**src/rtl/gcso_pkg.sv**
```systemverilog
// ----------------------------------------------------------------------------
// gcso_pkg: shared types and constants for the grid corner scan order block
// Sizes of the point store, coordinate format and the queue entry type.
// ----------------------------------------------------------------------------
package gcso_pkg;

    localparam int MAX_POINTS       = 64;
    localparam int COORD_BITS       = 32;
    localparam int INPUT_COORD_BITS = 32;
    localparam int INDEX_BITS       = $clog2(MAX_POINTS);
    localparam int COUNT_BITS       = $clog2(MAX_POINTS + 1);
    localparam int ORDER_INDEX_BITS = 6;
    localparam int ROW_LEN_BITS     = 5;
    localparam int ROW_POS_BITS     = 4;
    localparam int ROW_POS_LIMIT    = 16;
    localparam int ROW_LEN_RESET    = 8;

    typedef logic signed [COORD_BITS-1:0] coord_t;
    typedef logic [INDEX_BITS-1:0]        index_t;
    typedef logic [COUNT_BITS-1:0]        count_t;
    typedef logic [ORDER_INDEX_BITS-1:0]  order_index_t;
    typedef logic [ROW_LEN_BITS-1:0]      row_len_t;
    typedef logic [ROW_POS_BITS-1:0]      row_pos_t;

    // One classified item on its way from the front to the back.
    typedef struct packed {
        coord_t x;
        coord_t y;
        index_t slot;     // store address given by the front
        logic   store;    // 0 when the store was already full
        logic   order;    // item closes the set: run the ordering
    } cmd_t;

endpackage

```
**src/rtl/grid_corner_scan_order.sv**
```systemverilog
// ----------------------------------------------------------------------------
// grid_corner_scan_order: orders a set of corner points into grid scan order
// Collects Q16.16 points, then emits their load indices row by row.
// ----------------------------------------------------------------------------
// Usage:
//   Input channel (point_valid / point_stall): one point item per accept,
//   point_x and point_y signed Q16.16. Items with last_point low are stored;
//   the item with last_point high is stored too (if there is room) and closes
//   the set. Up to 64 points per set; further points are dropped, but their
//   last_point still closes the set.
//   Output channel (order_valid / order_stall): one item per stored point,
//   order_index is the load position, last_index marks the final item.
//   The back end stores a point as it takes it from the queue. Ordering N
//   points runs one full scan of the point memory per pick, through the
//   single read port.
//   A two-entry queue sits between input and back end, so the input side
//   keeps accepting while the back end is busy until the queue fills.
//   The output register holds a result while order_stall is high; the back
//   end waits for it, and the queue then fills and raises point_stall.
//   cfg_write_en / cfg_write_data set row_length (reset 8); write it only
//   while the block is idle.
//   Reset empties the set and the queue; point memory contents are not
//   cleared, only slots written in the current set are ever read.
// ----------------------------------------------------------------------------
module grid_corner_scan_order (
    input  logic                                  clk,
    input  logic                                  rst_n,
    input  logic                                  cfg_write_en,
    input  logic [gcso_pkg::ROW_LEN_BITS-1:0]     cfg_write_data,
    input  logic                                  point_valid,
    output logic                                  point_stall,
    input  logic [gcso_pkg::INPUT_COORD_BITS-1:0] point_x,
    input  logic [gcso_pkg::INPUT_COORD_BITS-1:0] point_y,
    input  logic                                  last_point,
    output logic                                  order_valid,
    input  logic                                  order_stall,
    output logic [gcso_pkg::ORDER_INDEX_BITS-1:0] order_index,
    output logic                                  last_index
);

    // row length register
    gcso_pkg::row_len_t row_length_reg;
    gcso_pkg::row_len_t row_length_next;

    // front to queue
    logic           front_push;
    gcso_pkg::cmd_t front_cmd;

    // queue to back
    logic           queue_full;
    logic           queue_empty;
    logic           queue_pop;
    gcso_pkg::cmd_t head_cmd;

    assign row_length_next = cfg_write_en ? gcso_pkg::row_len_t'(cfg_write_data)
                                          : row_length_reg;

    always_ff @(posedge clk or negedge rst_n)
    begin
        if (!rst_n)
            row_length_reg <= gcso_pkg::row_len_t'(gcso_pkg::ROW_LEN_RESET);
        else
            row_length_reg <= row_length_next;
    end

    // front: accepts point items and gives each a store slot
    gcso_front u_front (
        .clk         (clk),
        .rst_n       (rst_n),
        .point_valid (point_valid),
        .point_stall (point_stall),
        .point_x     (point_x),
        .point_y     (point_y),
        .last_point  (last_point),
        .queue_full  (queue_full),
        .push        (front_push),
        .cmd         (front_cmd)
    );

    gcso_queue u_queue (
        .clk      (clk),
        .rst_n    (rst_n),
        .push     (front_push),
        .push_cmd (front_cmd),
        .pop      (queue_pop),
        .head_cmd (head_cmd),
        .full     (queue_full),
        .empty    (queue_empty)
    );

    // back: point memory, pick sequencer and output register
    gcso_back u_back (
        .clk         (clk),
        .rst_n       (rst_n),
        .row_length  (row_length_reg),
        .queue_empty (queue_empty),
        .head_cmd    (head_cmd),
        .pop         (queue_pop),
        .order_valid (order_valid),
        .order_stall (order_stall),
        .order_index (order_index),
        .last_index  (last_index)
    );

endmodule

```
**src/rtl/gcso_front.sv**
```systemverilog
// ----------------------------------------------------------------------------
// gcso_front: input side of the grid corner scan order block
// Accepts points, assigns store slots, drops points beyond capacity.
// ----------------------------------------------------------------------------
module gcso_front (
    input  logic                                    clk,
    input  logic                                    rst_n,
    input  logic                                    point_valid,
    output logic                                    point_stall,
    input  logic [gcso_pkg::INPUT_COORD_BITS-1:0]   point_x,
    input  logic [gcso_pkg::INPUT_COORD_BITS-1:0]   point_y,
    input  logic                                    last_point,
    input  logic                                    queue_full,
    output logic                                    push,
    output gcso_pkg::cmd_t                          cmd
);

    gcso_pkg::count_t fill_reg;
    gcso_pkg::count_t fill_next;
    logic             has_room;

    assign point_stall = queue_full;
    assign push        = point_valid && !queue_full;
    assign has_room    = fill_reg < gcso_pkg::count_t'(gcso_pkg::MAX_POINTS);

    always_comb
    begin
        cmd.x     = gcso_pkg::coord_t'(point_x);
        cmd.y     = gcso_pkg::coord_t'(point_y);
        cmd.slot  = gcso_pkg::index_t'(fill_reg);
        cmd.store = has_room;
        cmd.order = last_point;
    end

    always_comb
    begin
        fill_next = fill_reg;
        if (push)
        begin
            if (last_point)
                fill_next = '0;
            else if (has_room)
                fill_next = fill_reg + gcso_pkg::count_t'(1);
        end
    end

    always_ff @(posedge clk or negedge rst_n)
    begin
        if (!rst_n)
            fill_reg <= '0;
        else
            fill_reg <= fill_next;
    end

endmodule

```
**src/rtl/gcso_queue.sv**
```systemverilog
// ----------------------------------------------------------------------------
// gcso_queue: two-entry queue between the front and the back
// Lets the input side keep taking items while the back is busy.
// ----------------------------------------------------------------------------
module gcso_queue (
    input  logic            clk,
    input  logic            rst_n,
    input  logic            push,
    input  gcso_pkg::cmd_t  push_cmd,
    input  logic            pop,
    output gcso_pkg::cmd_t  head_cmd,
    output logic            full,
    output logic            empty
);

    gcso_pkg::cmd_t entry_reg [2];
    logic           wr_ptr_reg;
    logic           wr_ptr_next;
    logic           rd_ptr_reg;
    logic           rd_ptr_next;
    logic [1:0]     used_reg;
    logic [1:0]     used_next;

    assign full     = used_reg == 2'd2;
    assign empty    = used_reg == 2'd0;
    assign head_cmd = entry_reg[rd_ptr_reg];

    always_comb
    begin
        wr_ptr_next = wr_ptr_reg;
        rd_ptr_next = rd_ptr_reg;
        used_next   = used_reg;
        if (push)
            wr_ptr_next = !wr_ptr_reg;
        if (pop)
            rd_ptr_next = !rd_ptr_reg;
        if (push && !pop)
            used_next = used_reg + 2'd1;
        else if (pop && !push)
            used_next = used_reg - 2'd1;
    end

    always_ff @(posedge clk)
    begin
        if (push)
            entry_reg[wr_ptr_reg] <= push_cmd;
    end

    always_ff @(posedge clk or negedge rst_n)
    begin
        if (!rst_n)
        begin
            wr_ptr_reg <= 1'b0;
            rd_ptr_reg <= 1'b0;
            used_reg   <= 2'd0;
        end
        else
        begin
            wr_ptr_reg <= wr_ptr_next;
            rd_ptr_reg <= rd_ptr_next;
            used_reg   <= used_next;
        end
    end

endmodule

```
**src/rtl/gcso_back.sv**
```systemverilog
// ----------------------------------------------------------------------------
// gcso_back: point store and ordering sequencer
// Writes points to memory, then picks them one scan at a time.
// ----------------------------------------------------------------------------
module gcso_back (
    input  logic                           clk,
    input  logic                           rst_n,
    input  gcso_pkg::row_len_t             row_length,
    input  logic                           queue_empty,
    input  gcso_pkg::cmd_t                 head_cmd,
    output logic                           pop,
    output logic                           order_valid,
    input  logic                           order_stall,
    output logic [gcso_pkg::ORDER_INDEX_BITS-1:0] order_index,
    output logic                           last_index
);

    localparam logic [1:0] ST_LOAD = 2'd0;
    localparam logic [1:0] ST_SCAN = 2'd1;
    localparam logic [1:0] ST_EMIT = 2'd2;

    localparam int WORD_BITS = 2 * gcso_pkg::COORD_BITS;

    logic [WORD_BITS-1:0] mem [gcso_pkg::MAX_POINTS];
    logic [WORD_BITS-1:0] rd_data_reg;

    logic [1:0]                     state_reg,     state_next;
    gcso_pkg::count_t               count_reg,     count_next;
    gcso_pkg::count_t               done_reg,      done_next;
    gcso_pkg::count_t               rd_addr_reg,   rd_addr_next;
    logic                           cmp_valid_reg, cmp_valid_next;
    gcso_pkg::index_t               cmp_idx_reg,   cmp_idx_next;
    logic [gcso_pkg::MAX_POINTS-1:0] taken_reg,    taken_next;
    logic                           found_reg,     found_next;
    logic                           any_left_reg,  any_left_next;
    gcso_pkg::index_t               best_idx_reg,  best_idx_next;
    gcso_pkg::coord_t               best_x_reg,    best_x_next;
    gcso_pkg::coord_t               best_y_reg,    best_y_next;
    gcso_pkg::index_t               first_idx_reg, first_idx_next;
    gcso_pkg::coord_t               first_y_reg,   first_y_next;
    gcso_pkg::coord_t               row_bound_reg, row_bound_next;
    gcso_pkg::row_pos_t             row_pos_reg,   row_pos_next;
    logic                           out_valid_reg, out_valid_next;
    gcso_pkg::order_index_t         out_index_reg, out_index_next;
    logic                           out_last_reg,  out_last_next;

    logic               mem_we;
    logic               issue;
    logic               eligible;
    logic               masked;
    gcso_pkg::coord_t   cand_x;
    gcso_pkg::coord_t   cand_y;
    gcso_pkg::index_t   pick_idx;
    gcso_pkg::coord_t   pick_y;
    gcso_pkg::row_len_t row_step;
    logic               run_done;
    logic               out_free;

    assign pop         = (state_reg == ST_LOAD) && !queue_empty;
    assign mem_we      = pop && head_cmd.store;
    assign issue       = (state_reg == ST_SCAN) && (rd_addr_reg < count_reg);
    assign cand_x      = gcso_pkg::coord_t'(rd_data_reg[WORD_BITS-1:gcso_pkg::COORD_BITS]);
    assign cand_y      = gcso_pkg::coord_t'(rd_data_reg[gcso_pkg::COORD_BITS-1:0]);
    assign eligible    = cmp_valid_reg && !taken_reg[cmp_idx_reg];
    assign masked      = (row_pos_reg != '0) && (cand_y <= row_bound_reg);
    assign pick_idx    = found_reg ? best_idx_reg : first_idx_reg;
    assign pick_y      = found_reg ? best_y_reg : first_y_reg;
    assign row_step    = gcso_pkg::row_len_t'(row_pos_reg) + gcso_pkg::row_len_t'(1);
    assign run_done    = (done_reg + gcso_pkg::count_t'(1)) == count_reg;
    assign out_free    = !out_valid_reg || !order_stall;

    assign order_valid = out_valid_reg;
    assign order_index = out_index_reg;
    assign last_index  = out_last_reg;

    // point store: one write port, one registered read port
    always_ff @(posedge clk)
    begin
        if (mem_we)
            mem[head_cmd.slot] <= {head_cmd.x, head_cmd.y};
        rd_data_reg <= mem[rd_addr_reg[gcso_pkg::INDEX_BITS-1:0]];
    end

    always_comb
    begin
        state_next     = state_reg;
        count_next     = count_reg;
        done_next      = done_reg;
        rd_addr_next   = rd_addr_reg;
        cmp_valid_next = issue;
        cmp_idx_next   = rd_addr_reg[gcso_pkg::INDEX_BITS-1:0];
        taken_next     = taken_reg;
        found_next     = found_reg;
        any_left_next  = any_left_reg;
        best_idx_next  = best_idx_reg;
        best_x_next    = best_x_reg;
        best_y_next    = best_y_reg;
        first_idx_next = first_idx_reg;
        first_y_next   = first_y_reg;
        row_bound_next = row_bound_reg;
        row_pos_next   = row_pos_reg;
        out_valid_next = out_valid_reg && order_stall;
        out_index_next = out_index_reg;
        out_last_next  = out_last_reg;

        // compare stage, one stored point per cycle
        if (eligible)
        begin
            if (!any_left_reg)
            begin
                any_left_next  = 1'b1;
                first_idx_next = cmp_idx_reg;
                first_y_next   = cand_y;
            end
            if (!masked && (!found_reg || (cand_x < best_x_reg)))
            begin
                found_next    = 1'b1;
                best_idx_next = cmp_idx_reg;
                best_x_next   = cand_x;
                best_y_next   = cand_y;
            end
        end

        case (state_reg)
            ST_LOAD:
            begin
                if (pop)
                begin
                    if (head_cmd.store)
                        count_next = gcso_pkg::count_t'(head_cmd.slot) + gcso_pkg::count_t'(1);
                    if (head_cmd.order)
                    begin
                        state_next    = ST_SCAN;
                        done_next     = '0;
                        rd_addr_next  = '0;
                        found_next    = 1'b0;
                        any_left_next = 1'b0;
                    end
                end
            end
            ST_SCAN:
            begin
                if (issue)
                    rd_addr_next = rd_addr_reg + gcso_pkg::count_t'(1);
                else if (!cmp_valid_reg)
                    state_next = ST_EMIT;
            end
            ST_EMIT:
            begin
                if (out_free)
                begin
                    out_valid_next = 1'b1;
                    out_index_next = gcso_pkg::order_index_t'(pick_idx);
                    out_last_next  = run_done;
                    if (run_done)
                    begin
                        state_next     = ST_LOAD;
                        count_next     = '0;
                        taken_next     = '0;
                        row_bound_next = '0;
                        row_pos_next   = '0;
                    end
                    else
                    begin
                        state_next          = ST_SCAN;
                        done_next           = done_reg + gcso_pkg::count_t'(1);
                        taken_next[pick_idx] = 1'b1;
                        row_bound_next      = pick_y;
                        rd_addr_next        = '0;
                        found_next          = 1'b0;
                        any_left_next       = 1'b0;
                        if ((row_step >= row_length) ||
                            (row_step >= gcso_pkg::row_len_t'(gcso_pkg::ROW_POS_LIMIT)))
                            row_pos_next = '0;
                        else
                            row_pos_next = gcso_pkg::row_pos_t'(row_step);
                    end
                end
            end
            default:
            begin
                state_next = ST_LOAD;
            end
        endcase
    end

    always_ff @(posedge clk or negedge rst_n)
    begin
        if (!rst_n)
        begin
            state_reg     <= ST_LOAD;
            count_reg     <= '0;
            done_reg      <= '0;
            rd_addr_reg   <= '0;
            cmp_valid_reg <= 1'b0;
            taken_reg     <= '0;
            found_reg     <= 1'b0;
            any_left_reg  <= 1'b0;
            row_bound_reg <= '0;
            row_pos_reg   <= '0;
            out_valid_reg <= 1'b0;
        end
        else
        begin
            state_reg     <= state_next;
            count_reg     <= count_next;
            done_reg      <= done_next;
            rd_addr_reg   <= rd_addr_next;
            cmp_valid_reg <= cmp_valid_next;
            taken_reg     <= taken_next;
            found_reg     <= found_next;
            any_left_reg  <= any_left_next;
            row_bound_reg <= row_bound_next;
            row_pos_reg   <= row_pos_next;
            out_valid_reg <= out_valid_next;
        end
    end

    // payload registers
    always_ff @(posedge clk)
    begin
        cmp_idx_reg   <= cmp_idx_next;
        best_idx_reg  <= best_idx_next;
        best_x_reg    <= best_x_next;
        best_y_reg    <= best_y_next;
        first_idx_reg <= first_idx_next;
        first_y_reg   <= first_y_next;
        out_index_reg <= out_index_next;
        out_last_reg  <= out_last_next;
    end

endmodule

```
**config.mk**
```make
export PLATFORM = sky130hd
export DESIGN_NAME = grid_corner_scan_order
export DESIGN_NICKNAME = d
export VERILOG_FILES = /design/src/rtl/gcso_pkg.sv /design/src/rtl/grid_corner_scan_order.sv /design/src/rtl/gcso_front.sv /design/src/rtl/gcso_queue.sv /design/src/rtl/gcso_back.sv
export SDC_FILE = /design/constraint.sdc
export NUM_CORES = 2
export LEC_CHECK = 0
export BUFFER_PORTS_ARGS = -buffer_cell sky130_fd_sc_hd__buf_2
export CORE_UTILIZATION = 50
export CTS_BUF_LIST = sky130_fd_sc_hd__clkbuf_4
export CTS_CLUSTER_SIZE = 16
export DETAILED_ROUTE_END_ITERATION = 8
export PLACE_DENSITY = 0.65
export SKIP_CTS_REPAIR_TIMING = 1
export SYNTH_ARGS = -nofsm -noshare
export SYNTH_HDL_FRONTEND = slang
export SYNTH_MEMORY_MAX_BITS = 65536
export SYNTH_SLANG_ARGS = --single-unit
```
**constraint.sdc**
```tcl
create_clock -name clk -period 7 [get_ports clk]
set_clock_uncertainty 0.2 [all_clocks]
set_input_delay 1.05 -clock clk [delete_from_list [all_inputs] [get_ports clk]]
set_output_delay 1.05 -clock clk [all_outputs]
set_load 0.005 [all_outputs]
```
==> results.py <==
metrics = {
    "die": {
        "die_h_um": 591.7,
        "core_sq_um": 346200,
        "dieArea_sq_um": 350100,
        "initial_core_util": 0.5022,
        "rows": 216,
        "ioPinCount": 84,
        "die_x_um": 591.7,
    },
    "worst_setup_path": {
        "cpMaxStageDelayCell": "nor2_4",
        "startpoint_type": "flop",
        "endpoint_kind": "flop",
        "r2r_slack_ps": 1840,
        "cp-startpoint": "u_queue.rd_ptr_reg",
        "r2r_start": "u_queue.rd_ptr_reg",
        "critPathMaxStageDelay_ps": 1280,
        "path_class": "flop to flop",
        "cp_data_arrival_time_ps": 6180,
        "setup.worst_path.end": "u_back.mem[1][6]",
        "cp_max_fo": 30,
        "r2r_end": "u_back.mem[1][6]",
        "worstPathCellList": "buf_4, mux2i_1, inv_1, nor2_1, nand3_1, nor2_4, buf_4",
        "crit_top_cell": "buf_4",
        "reg2reg_depth": 7,
        "required_ps": 8030,
    },
    "yosys": {
        "synth_compound_area_frac": 0.007708,
        "synth_fa_ha_area_frac": 0.005830,
        "netlist_top_cells_count": "edfxtp_1 (4,355), mux4_2 (1,354), clkbuf_1 (199)",
        "syn_inst": 7215,
        "seq_area_frac_synth": 0.7809,
        "synthSimpleGateAreaFrac": 0.009867,
        "synth_area_per_cell_sq_um": 24.10,
        "syn-num-nets": 7371,
        "ys_warn_count": 0,
        "synthMuxAreaShare": 0.1838,
        "async_reset_ff_frac": 0.03130,
        "synth_area_leaders": "edfxtp_1 (75%), mux4_2 (18%), dfrtp_1 (2.0%)",
        "synth_top_family_by_area": "multiplexers",
        "synth_cell_types": 63,
        "ys_seq_elements": 4568,
        "synth_flop_cell": "edfxtp_1",
        "synth-xor-area-share": 0.001108,
        "synth.most_common_cell": "edfxtp_1",
        "yosys.area.top_type_share": 0.7523,
        "synth-edff-count": 4355,
        "synth_top_cell_by_area": "edfxtp_1",
        "synth_area_sq_um": 173800,
    },
    "cells_and_area": {
        "area_growth_pct": 13.67,
        "largest_register_ffs": 4096,
        "layout.cells.non_filler": 13940,
        "fin_util": 0.5708,
        "finish.net_count": 8733,
        "drive_gt1_frac": 0.3949,
    },
    "power": {
        "power.leakage_nw": 63.85,
        "comb_power_share": 0.284,
        "switching_share": 0.3091,
        "irDropWorstVdd_mv": 0.5282,
        "p_switching_mw": 24.93,
        "seqPwrFrac": 0.441,
        "clkPwrFrac": 0.275,
        "p_int_mw": 55.74,
        "power_density_nw_per_um2": 408.2,
    },
    "routing": {
        "drt_pass1_iterations": 6,
        "vias": 85340,
        "wl_per_cell_um": 31.76,
        "ant_nets": 0,
        "drc_errors": 0,
        "routed_wl_mm": 442.7,
        "vias_per_cell": 6.122,
        "drt_iter0_drc": 9938,
    },
    "global_route": {
        "track_usage": 0.2572,
        "grt_start_max_net_pins": 112,
        "grt-ovfl-total": 0,
        "grt_pass1_wl_mm": 624.1,
        "antenna_found_initial": 45,
        "first_global_vias": 87530,
    },
    "cts": {
        "cts.clk_slew.worst_paths_ps": 70,
        "cts_buffers": 1214,
        "cts_tree": "done",
        "clk_latency_ps": 1640,
        "root_buffer": "clkbuf_4",
        "cts.htree.levels": 7,
        "clock_sinks": 4568,
        "clk_path_buf_depth": 5,
    },
    "hold_path": {
        "min_path_type": "input pin to flop",
    },
    "timing": {
        "slew_violations": 0,
        "hold_violations": 0,
        "fmax_mhz": 193.9,
        "setup_violations": 0,
        "slew_headroom": 0.05175,
        "fin_crit_ps": 5158,
        "worst_pin_slew_ps": 1419,
        "tns_ps": 0,
        "period_share": 0.7368,
        "rsz0062_at_grt": "no",
        "hold_ws_ps": 72.94,
    },
    "job": {
        "maxCapViolations": 0,
    },
    "place": {
        "gp_congestion": 0.8029,
        "placed_cells": 11790,
        "place_hpwl_mm": 241.6,
        "port-buffer-count": 83,
    },
    "run_status": {
        "status": "complete, no violations",
    },
}
==> metrics by stage <==
| step | worst slack [ps] | area, sq um | total power [mW] |
|---|---|---|---|
| global placement | 1841 | 181700 | 58.72 |
| global route | 1644 | 197600 | 83.95 |
| detailed placement | 1956 | 181700 | 59.20 |
| floorplan | 733.4 | 173800 | 50.34 |
| CTS | 1879 | 196000 | 81.37 |
| finish | 1842 | 197600 | 80.67 |
==> worst min path at each step <==
stage / to / slack (ps) / startpoint / depth (start not counted)
finish: u_queue.entry_reg[1][42] / 70 / point_x[2] / 2
detailed placement: u_back.best_x_reg[3] / 220 / u_back.rd_data_reg[35] / 0
floorplan: u_back.cmp_idx_reg[0] / 170 / u_back.rd_addr_reg[0] / 0
global placement: u_back.best_x_reg[14] / 220 / u_back.rd_data_reg[46] / 0
global route: u_queue.entry_reg[0][42] / -20 / point_x[2] / 2
CTS: u_back.taken_reg[43] / -1200 / rst_n / 1
==> per-layer routing <==
layer,routed length [um],share of wire,global-route usage
met1,172000,0.39,0.3490
met2,212900,0.48,0.3951
met3,46720,0.11,0.08191
met4,10880,0.025,0.09295
met5,108,0.00024,0
==> worst max-delay path: cells and delay by family (launching register included) <==
kind | cells | cell delay (ps)
buf+inv | 3 | 1210
simple gates | 3 | 2100
mux | 1 | 480
flops | 1 | 750
==> cell families after synthesis <==
kind of cell | after synthesis
xor gates and xnor gates | 22
adders and majority gates | 81
AOI/OAI and AO/OA | 219
buffers and inverters | 445
muxes | 1486
and+or+nand+nor | 394
DFF | 4568
==> cell usage in the layout, fill, tap and decap left out, drive strengths merged, types with 10 or more instances in the layout <==
master / synthesis / final
ha: 81 / 81
o22ai: 33 / 33
mux2: 104 / 104
diode: 0 / 14
nand3: 33 / 33
mux4: 1354 / 1354
nor2: 183 / 183
clkbuf: 199 / 1743
dfxtp: 70 / 70
edfxtp: 4355 / 4355
buf: 151 / 346
mux2i: 28 / 28
nand2b: 12 / 12
nand4: 19 / 19
dfrtp: 142 / 142
nor3: 10 / 10
inv: 94 / 119
clkinv: 1 / 204
xor2: 10 / 10
a21oi: 96 / 96
xnor2: 12 / 12
bufinv: 0 / 13
nor2b: 15 / 15
nand2: 99 / 99
o21ai: 30 / 30
dlygate4sd3: 0 / 150
==> area by class of cell <==
type,instances,area (sq um)
Clock buffer,1743,13090
Antenna cell,14,35.03
Timing Repair Buffer,496,4573
Fill cell,25210,148600
Clock inverter,243,1303
Inverter,95,356.6
Multi-Input combinational cell,2202,36740
Tap cell,4578,5728
Sequential cell,4568,135800
==> power groups by stage <==
stage                     Combinational [mW]  Clock (mW)  Sequential [mW]
after CTS                               23.1        22.7             35.6
after floorplan                         14.9           0             35.4
final                                   22.9        22.2             35.6
after global placement                  22.6           0             36.1
after global routing                    24.2        24.1             35.7
after detailed placement                23.1           0             36.1
No activity file was read; power rests on OpenSTA's default activity.
